## src/rtl/ckb_pkg.sv

```systemverilog
// shared types, constants and round functions for the chacha20 keystream block
// no dependencies
package ckb_pkg;

    localparam int unsigned RoundCount = 20;
    localparam int unsigned RoundW     = 5;
    localparam int unsigned ReqW       = 7;
    localparam int unsigned RegIdxW    = 3;
    localparam int unsigned QDepth     = 2;

    localparam logic [63:0] ConstLoReset = 64'h3320646e61707865;
    localparam logic [63:0] ConstHiReset = 64'h6b20657479622d32;

    localparam logic [RegIdxW-1:0] RegConstLo = 3'd0;
    localparam logic [RegIdxW-1:0] RegConstHi = 3'd1;
    localparam logic [RegIdxW-1:0] RegKey01   = 3'd2;
    localparam logic [RegIdxW-1:0] RegKey23   = 3'd3;
    localparam logic [RegIdxW-1:0] RegKey45   = 3'd4;
    localparam logic [RegIdxW-1:0] RegKey67   = 3'd5;
    localparam logic [RegIdxW-1:0] RegCounter = 3'd6;
    localparam logic [RegIdxW-1:0] RegNonce   = 3'd7;

    typedef logic [31:0] word_t;
    typedef word_t [15:0] state_t;

    typedef enum logic [1:0] {
        ST_IDLE,
        ST_ROUND,
        ST_ADD,
        ST_EMIT
    } core_state_t;

    // command from front to back: saturated byte count
    typedef struct packed {
        logic [ReqW-1:0] bytes;
    } cmd_t;

    function automatic word_t rotl(word_t v, int unsigned s);
        return (v << s) | (v >> (32 - s));
    endfunction

    function automatic logic [127:0] qround(word_t a, word_t b, word_t c, word_t d);
        word_t a1, b1, c1, d1;
        a1 = a + b;   d1 = rotl(d ^ a1, 16);
        c1 = c + d1;  b1 = rotl(b ^ c1, 12);
        a1 = a1 + b1; d1 = rotl(d1 ^ a1, 8);
        c1 = c1 + d1; b1 = rotl(b1 ^ c1, 7);
        return {d1, c1, b1, a1};
    endfunction

endpackage

```

## src/rtl/ckb_front.sv

```systemverilog
// front end: takes requests, drops empty ones, saturates, queues commands
// depends on ckb_pkg
module ckb_front (
    input  logic              aclk,
    input  logic              aresetn,
    input  logic              s_tvalid,
    output logic              s_tready,
    input  logic [7:0]        s_tdata,
    output logic              cmd_valid,
    input  logic              cmd_ready,
    output ckb_pkg::cmd_t     cmd
);
    import ckb_pkg::*;

    cmd_t        q_reg [QDepth];
    logic        wp_reg, wp_next, rp_reg, rp_next;
    logic [1:0]  cnt_reg, cnt_next;
    logic [6:0]  req;
    logic        push, pop;

    assign req       = s_tdata[6:0];
    assign s_tready  = (cnt_reg != 2'(QDepth));
    assign push      = s_tvalid && s_tready && (req != '0);
    assign cmd_valid = (cnt_reg != 2'd0);
    assign pop       = cmd_valid && cmd_ready;
    assign cmd       = q_reg[rp_reg];

    always_comb begin
        wp_next  = push ? ~wp_reg : wp_reg;
        rp_next  = pop ? ~rp_reg : rp_reg;
        cnt_next = cnt_reg + {1'b0, push} - {1'b0, pop};
    end

    always_ff @(posedge aclk) begin
        if (push) begin
            q_reg[wp_reg].bytes <= (req > 7'd64) ? 7'd64 : req;
        end
        if (!aresetn) begin
            wp_reg  <= 1'b0;
            rp_reg  <= 1'b0;
            cnt_reg <= 2'd0;
        end else begin
            wp_reg  <= wp_next;
            rp_reg  <= rp_next;
            cnt_reg <= cnt_next;
        end
    end
endmodule

```

## config.mk

```make
export PLATFORM = sky130hd
export DESIGN_NAME = ckb_front
export DESIGN_NICKNAME = d
export VERILOG_FILES = /design/src/rtl/ckb_pkg.sv /design/src/rtl/ckb_front.sv
export SDC_FILE = /design/constraint.sdc
export NUM_CORES = 1
export LEC_CHECK = 0
export ABC_CLOCK_PERIOD_IN_PS = 3400
export BUFFER_PORTS_ARGS = -buffer_cell sky130_fd_sc_hd__buf_2
export CAP_MARGIN = 5
export CORE_MARGIN = 1.5
export CORE_UTILIZATION = 40
export CTS_CLUSTER_DIAMETER = 60
export DETAILED_ROUTE_END_ITERATION = 16
export GPL_TIMING_DRIVEN = 0
export HOLD_SLACK_MARGIN = 0.1
export PLACE_DENSITY_LB_ADDON = 0.12
export SYNTH_ARGS = -nofsm -noshare
export SYNTH_HDL_FRONTEND = slang
export SYNTH_SLANG_ARGS = --single-unit
```

## constraint.sdc

```tcl
create_clock -name aclk -period 3.4 [get_ports aclk]
set_input_delay 0.34 -clock aclk [delete_from_list [all_inputs] [get_ports aclk]]
set_output_delay 0.34 -clock aclk [all_outputs]
set_load 0.02 [all_outputs]
```

==> results_dict.tcl, run 1 <==
set metrics [dict create \
    outcome "finished clean" \
    rows 16 \
    grt_max_degree 11 \
    fin_crit_sh 0.5689 \
    clock.fmax_mhz 517.0 \
    worstSetupPathType "primary input to register" \
    hold_buffers 0 \
    wl_per_cell_um 11.36 \
    wl_um 1204 \
    die_h_um 47.78 \
    grt_usage 0.1217 \
    wl_met1_um 574 \
    synth_top_area_frac 0.5242 \
    postSynthAreaPerCell_um2 14.32 \
    first_iter_violations 11 \
    p_per_area_mw_per_mm2 710.5 \
    post-route-min-period_ps 1934 \
    ys_types 18 \
    core_area_mm2 0.001922 \
    post_cts_buffers 0 \
    start_util 0.4173 \
    synth_fp_nets 70 \
    drive_gt1_frac 0.3797 \
    routabilityCongestion 0.6604 \
    hpwl_um 872.3 \
    synth_top_area_cell "edfxtp_1" \
    hold_ws_ps 318.3 \
    ir_worst_vdd_v 0.0003293 \
    p_leak_nw 0.3809 \
    hold_violations 0 \
    ant_nets 0 \
    grt_pass1_vias 378 \
    h-tree-depth 1 \
    report.final.slew_viol_count 0 \
    cts-root-buf "clkbuf_4" \
    cts_buffers 3 \
    drc_errors 0 \
    first_pass_iters 4 \
    die_w_um 47.78 \
    cts_tree "built" \
    clock-sinks 19 \
    via_per_inst 4.396 \
    postCtsResizedCells 0 \
    hp-class "primary input to register" \
    crit_path_start_kind "primary input" \
    relSlewSlack 0.5897 \
    routed-wl-met2_um 572 \
    tightest_slew_ps 613.2 \
    setup_tns_ps 0 \
    setup_viol 0 \
    syn_inst 56 \
    yosysSeqAreaShare 0.6490 \
    die-area_mm2 0.002282 \
    cts_buffer_depth 2 \
    endpoint_kind "register" \
    clock_latency_ps 290 \
    syn_to_final_growth_pct 19.34 \
    synthTopCellsByArea "edfxtp_1 52%, dfxtp_1 12%, mux2_2 9.8%, nor2b_1 6.2%, xnor2_1 3.3%" \
    syn-cell-area_um2 802.0 \
    dr_wl_met3_um 45 \
    routed.top_layer "met4" \
    io_buffers 19 \
    crit_arrival_ps 2130 \
    ys_ff_latch 19 \
    layout.nets 94 \
    route.vias.total 466 \
    cap_violations 0 \
    skew_ps 2.090 \
    ys_warn_count 0 \
    largest_register_ff_count 14 \
    grt_overflow 0 \
    grt_first_pass_wirelength_um 1704 \
    clkTransAtPathRegs_ps 100 \
    final_common_cell "buf_2" \
    rsz0062_at_grt "false" \
    io_pins 21 \
    critPathMaxFanout 3 \
    antenna_found_initial 0 \
    cp.required_ps 3590 \
    antenna_cells 0 \
    layout_common_cells "19 x buf_2, 14 x edfxtp_1, 8 x nor2b_1" \
]
## Yosys cell counts
cell type / instances
nor2b_1: 8
or4_1: 1
nand2_1: 1
ha_1: 2
o21a_1: 1
or3_1: 1
mux2i_1: 1
o211a_1: 1
edfxtp_1: 14
inv_1: 2
nor2_1: 1
nand2b_1: 2
mux2_2: 7
xnor2_1: 3
dfxtp_1: 5
and2_1: 3
clkbuf_1: 2
or2_2: 1
## layer usage
layer,vias to the layer above,global-route usage
met1,211,0.1487
met5,-,0
met3,2,0.04528
li1,241,-
met4,0,0.08108
met2,12,0.1787
## cell type report
class,count,area (µm²)
Buffer,2,7.507
Clock buffer,4,26.28
Fill cell,193,964.7
Inverter,2,7.507
Multi-Input combinational cell,33,266.5
Sequential cell,19,520.5
Tap cell,27,33.78
Timing Repair Buffer,19,95.09
## power breakdown
group | total [mW] | internal (mW) | switching [mW] | leakage (nW)
combinational | 0.250 | 0.113 | 0.137 | 0.191
clock | 0.110 | 0.0456 | 0.0644 | 0.0150
sequential | 0.320 | 0.300 | 0.0194 | 0.175
total | 0.680 | 0.459 | 0.221 | 0.381
## metrics by stage
| step | std cells | setup WS (ps) | instance area (µm²) | utilization | power [mW] |
|---|---|---|---|---|---|
| after floorplan | 56 | 1371 | 802.0 | - | 0.5100 |
| after global placement | 102 | 1169 | 930.9 | 0.4844 | 0.5735 |
| after detailed placement | 102 | 1147 | 930.9 | 0.4844 | 0.5792 |
| after CTS | 106 | 1470 | 957.2 | 0.4980 | 0.6887 |
| after global routing | 106 | 1393 | 957.2 | 0.4980 | 0.7253 |
| final | 106 | 1466 | 957.2 | 0.4980 | 0.6801 |
## cells by family after synthesis
kind of cell             Yosys count  synth area share
AO/OA/AOI/OAI                      2           0.02184
XOR/XNOR                           3           0.03277
adder cells (fa/ha/maj)            2           0.03120
buffers and inverters              4           0.01873
flip-flops                        19            0.6490
multiplexers                       8            0.1108
AND/OR/NAND/NOR                   18            0.1357
## critical path, stage by stage
cell and delay, ps:
buf_2 110, or4_1 550, o211a_1 280, inv_1 80
ha_1 230, inv_1 50, ha_1 140, xnor2_1 130
xnor2_1 80, and2_1 140
## final timing paths
kind	start	endpoint	slack [ps]	cells past startpoint
worst max register to register	cnt_reg[0]$_SDFF_PN0_	cnt_reg[1]$_SDFF_PN0_	1650	9
worst min-delay path	aresetn	cnt_reg[0]$_SDFF_PN0_	320	2
worst min register to register	wp_reg$_SDFFE_PN0P_	wp_reg$_SDFFE_PN0P_	480	2
worst max-delay path	s_tdata[2]	cnt_reg[1]$_SDFF_PN0_	1470	10
Power figures use the tool's default switching activity.
==> run 2, diff against run 1 <==
Settings changed: ABC_CLOCK_PERIOD_IN_PS 3400 to 1700.
Clock period 3.4 ns to 1.7 ns, I/O delays scaled along.
==> results_dict.tcl, run 2 (synthesized netlist as in run 1, its figures left out) <==
set metrics [dict create \
    first_iter_violations 5 \
    finish.utilization 0.5286 \
    cts_buffer_depth 2 \
    p_leak_nw 0.3929 \
    grt_pass1_vias 379 \
    hpwl_um 856.4 \
    cap_violations 0 \
    crit_arrival_ps 1860 \
    fin_area_mm2 0.001016 \
    skew_ps 2.611 \
    die_h_um 47.78 \
    h-tree-depth 1 \
    cts_tree "built" \
    relSlewSlack 0.5767 \
    path_common_cell "ha_4" \
    min_path_cells 2 \
    wl_um 1276 \
    drive_gt1_frac 0.5000 \
    antenna_cells 0 \
    syn_to_final_growth_pct 26.68 \
    ir_worst_vdd_v 0.0007252 \
    stdcell_count 107 \
    crit_path_top_delay_cell "or4_4" \
    setup_tns_ps 0 \
    clkTransAtPathRegs_ps 100 \
    via_per_inst 4.617 \
    final.fill_count 186 \
    outcome "finished clean" \
    io_buffers 19 \
    antenna_found_initial 0 \
    regArea_um2 523.0 \
    final_common_cell "buf_2" \
    die_w_um 47.78 \
    clock-sinks 19 \
    routabilityCongestion 0.6953 \
    setup_viol 0 \
    multi_input_area_um2 302.8 \
    clock.fmax_mhz 600.2 \
    crit_path_start_kind "primary input" \
    p_per_area_mw_per_mm2 1445 \
    grt_max_degree 11 \
    route.vias.total 494 \
    rr_worst_depth 8 \
    setup_ws_ps 33.95 \
    hp-class "primary input to register" \
    layout.nets 95 \
    core_area_mm2 0.001922 \
    io_pins 21 \
    rows 16 \
    cts_buffers 3 \
    grt_first_pass_wirelength_um 1704 \
    drc_errors 0 \
    cpPeakStageDelay_ps 530 \
    hold_buffers 0 \
    dpl_cell_area_um2 930.9 \
    endpoint_kind "register" \
    place_ws_ps -363.1 \
    ant_nets 0 \
    layout_common_cells "18 x buf_2, 14 x edfxtp_1, 8 x nor2b_1" \
    hold_violations 0 \
    fin_crit_sh 0.9800 \
    start_util 0.4173 \
    report.final.slew_viol_count 0 \
    crit_chain "buf_6, or4_4, o211a_1, inv_2, ha_4, inv_4, ha_4, xnor2_2, xnor2_1, and2_1" \
    wl_per_cell_um 11.93 \
    hold_ws_ps 166.2 \
    worstSetupPathType "primary input to register" \
    first_pass_iters 3 \
    clock_latency_ps 290 \
    cp.required_ps 1890 \
    cts-root-buf "clkbuf_4" \
    place_inst 102 \
    largest_register_ff_count 14 \
    post-route-min-period_ps 1666 \
    p_total_mw 1.468 \
    die-area_mm2 0.002282 \
    grt_overflow 0 \
    grt_usage 0.1193 \
    critPathMaxFanout 2 \
    tightest_slew_ps 632.5 \
]
[run 2: cell count changes in the layout (fill, tap and decap cells not counted), sizes merged]
| cell | before | now |
|---|---|---|
| buf | 19 | 21 |
| clkbuf | 6 | 5 |
[run 2: cell type report]
type | count | area share
Sequential cell | 19 | 0.5148
Tap cell | 27 | 0.03325
Buffer | 1 | 0.003695
Multi-Input combinational cell | 33 | 0.2980
Clock buffer | 4 | 0.02586
Inverter | 2 | 0.009852
Timing Repair Buffer | 21 | 0.1145
[run 2: timing repair]
item / in CTS / in global routing
pin swaps: 1 / 7
setup endpoints to repair: 11 / 1
buffers inserted: 1 / 1
hold endpoints to repair: 0 / 0
resized for setup: 2 / 9
[run 2: report_power, final]
| part | switching (mW) | internal (mW) | total, mW |
|---|---|---|---|
| Combinational | 0.303 | 0.289 | 0.592 |
| Sequential | 0.0548 | 0.605 | 0.660 |
| Clock | 0.125 | 0.0911 | 0.216 |
| Total | 0.482 | 0.986 | 1.47 |
[run 2: worst max-delay path, delay by kind of cell]
kind,cells,cell delay (ps)
xor gates and xnor gates,2,190
buffers and inverters,3,240
AOI/OAI and AO/OA,1,260
adders and majority gates,2,340
and+or+nand+nor,2,660
[run 2: final timing paths]
| path | from | endpoint | slack (ps) |
|---|---|---|---|
| setup reg to reg | cnt_reg[0]$_SDFF_PN0_ | cnt_reg[1]$_SDFF_PN0_ | 50 |
| hold reg to reg | wp_reg$_SDFFE_PN0P_ | wp_reg$_SDFFE_PN0P_ | 490 |
| hold / removal | aresetn | cnt_reg[0]$_SDFF_PN0_ | 170 |
| setup / recovery | s_tdata[3] | cnt_reg[1]$_SDFF_PN0_ | 30 |
[run 2: metal layers]
metal  up-vias  global-route usage  wire, µm
met1       234              0.1388       513
met3         2             0.04528        48
met5         -                   0         0
met4         0             0.08108        11
li1        244                   -         -
met2        14              0.1813       702
==> run 3, diff against run 2 <==
Settings changed: RECOVER_POWER set to 25.
==> results_dict.tcl, run 3 (synthesized netlist as in run 1, its figures left out) <==
set metrics [dict create \
    hold_buffers 0 \
    report.final.slew_viol_count 0 \
    cts_tree "built" \
    syn_to_final_growth_pct 26.52 \
    cts-root-buf "clkbuf_4" \
    path_common_cell "ha_4" \
    endpoint_kind "register" \
    ant_nets 0 \
    clock-sinks 19 \
    cpPeakStageDelay_ps 530 \
    routed.top_layer "met4" \
    first_pass_iters 3 \
    p_leak_nw 0.3902 \
    start_util 0.4173 \
    crit_chain "buf_6, or4_4, o211a_1, inv_2, ha_4, inv_4, ha_4, xnor2_2, xnor2_1, and2_1" \
    crit_arrival_ps 1860 \
    post-route-min-period_ps 1666 \
    grt_overflow 0 \
    drive_gt1_frac 0.4875 \
    final_common_cell "buf_2" \
    cap_violations 0 \
    ir_worst_vdd_v 0.0007251 \
    critPathBufInv 3 \
    drc_errors 0 \
    wl_um 1278 \
    worstSetupPathType "primary input to register" \
    skew_ps 2.610 \
    wl_per_cell_um 11.94 \
    rows 16 \
    die-area_mm2 0.002282 \
    die_h_um 47.78 \
    clkTransAtPathRegs_ps 100 \
    fin_area_mm2 0.001015 \
    antenna_cells 0 \
    io_pins 21 \
    cp.required_ps 1890 \
    tightest_slew_ps 632.5 \
    largest_register_ff_count 14 \
    relSlewSlack 0.5767 \
    hold_ws_ps 166.2 \
    grt_first_pass_wirelength_um 1704 \
    crit_path_start_kind "primary input" \
    hp-class "primary input to register" \
    first_iter_violations 5 \
    layout_common_cells "17 x buf_2, 14 x edfxtp_1, 8 x nor2b_1" \
    critPathTopFamily "simple AND/OR/NAND/NOR gates" \
    hold_violations 0 \
    hpwl_um 856.4 \
    grt_max_degree 11 \
    io_buffers 19 \
    routed-wl-met2_um 702 \
    antenna_found_initial 0 \
    grt_usage 0.1193 \
    cts_buffers 3 \
    grt_pass1_vias 379 \
    p_per_area_mw_per_mm2 1447 \
    clock.fmax_mhz 600.2 \
    layout.nets 95 \
    cts_buffer_depth 2 \
    routabilityCongestion 0.6953 \
    setup_viol 0 \
    clock_latency_ps 290 \
    dr_wl_met3_um 49 \
    outcome "finished clean" \
    dpl_cell_area_um2 930.9 \
    fin_crit_sh 0.9800 \
    h-tree-depth 1 \
    route.vias.total 494 \
    via_per_inst 4.617 \
    critPathMaxFanout 2 \
    die_w_um 47.78 \
    core_area_mm2 0.001922 \
    wl_met1_um 514 \
    crit_path_top_delay_cell "or4_4" \
]
[run 3: cell types whose count changed in the layout (fill, tap and decap cells not counted)]
cell      change
buf_2         -1
clkbuf_1      +1
[run 3: worst paths after layout]
check | depth (start not counted) | slack (ps) | startpoint | endpoint
setup reg to reg | 8 | 50 | cnt_reg[0]$_SDFF_PN0_ | cnt_reg[1]$_SDFF_PN0_
setup / recovery | 10 | 30 | s_tdata[3] | cnt_reg[1]$_SDFF_PN0_
hold reg to reg | 2 | 490 | wp_reg$_SDFFE_PN0P_ | wp_reg$_SDFFE_PN0P_
hold / removal | 2 | 170 | aresetn | cnt_reg[0]$_SDFF_PN0_
[run 3: stage by stage]
step / util / instances / setup TNS, ps / power (mW) / setup WS, ps
3_3_place_gp: 0.4844 / 102 / -528.2 / 1.148 / -343.7
3_5_place_dp: 0.4844 / 102 / -560.7 / 1.157 / -363.1
2_1_floorplan: - / 56 / -141.7 / 1.019 / -141.7
5_1_grt: 0.5280 / 107 / -29.94 / 1.569 / -29.94
6_report: 0.5280 / 107 / 0 / 1.468 / 33.95
4_1_cts: 0.5026 / 106 / 0 / 1.384 / 0.9988
[run 3: repair_timing]
item | CTS | global route
setup endpoints to repair | 11 | 1
setup buffers | 1 | 1
pin swaps | 1 | 7
gates resized for setup | 2 | 9
[run 3: layout make-up]
type	count	area (µm²)
inverter	2	10.01
multi-input combinational	33	302.8
clock buffer	4	26.28
fill	187	907.1
tap	27	33.78
buffer	1	3.754
sequential	19	523.0
timing repair buffer	21	115.1
[run 3: report_power, final]
| group | internal (mW) | switching, mW |
|---|---|---|
| clock | 0.0911 | 0.125 |
| combinational | 0.289 | 0.303 |
| sequential | 0.605 | 0.0548 |
| total | 0.986 | 0.482 |
[run 3: layer usage]
metal / track usage / up-vias
li1: - / 244
met1: 0.1388 / 234
met2: 0.1813 / 14
met3: 0.04528 / 2
met4: 0.08108 / 0
met5: 0 / -
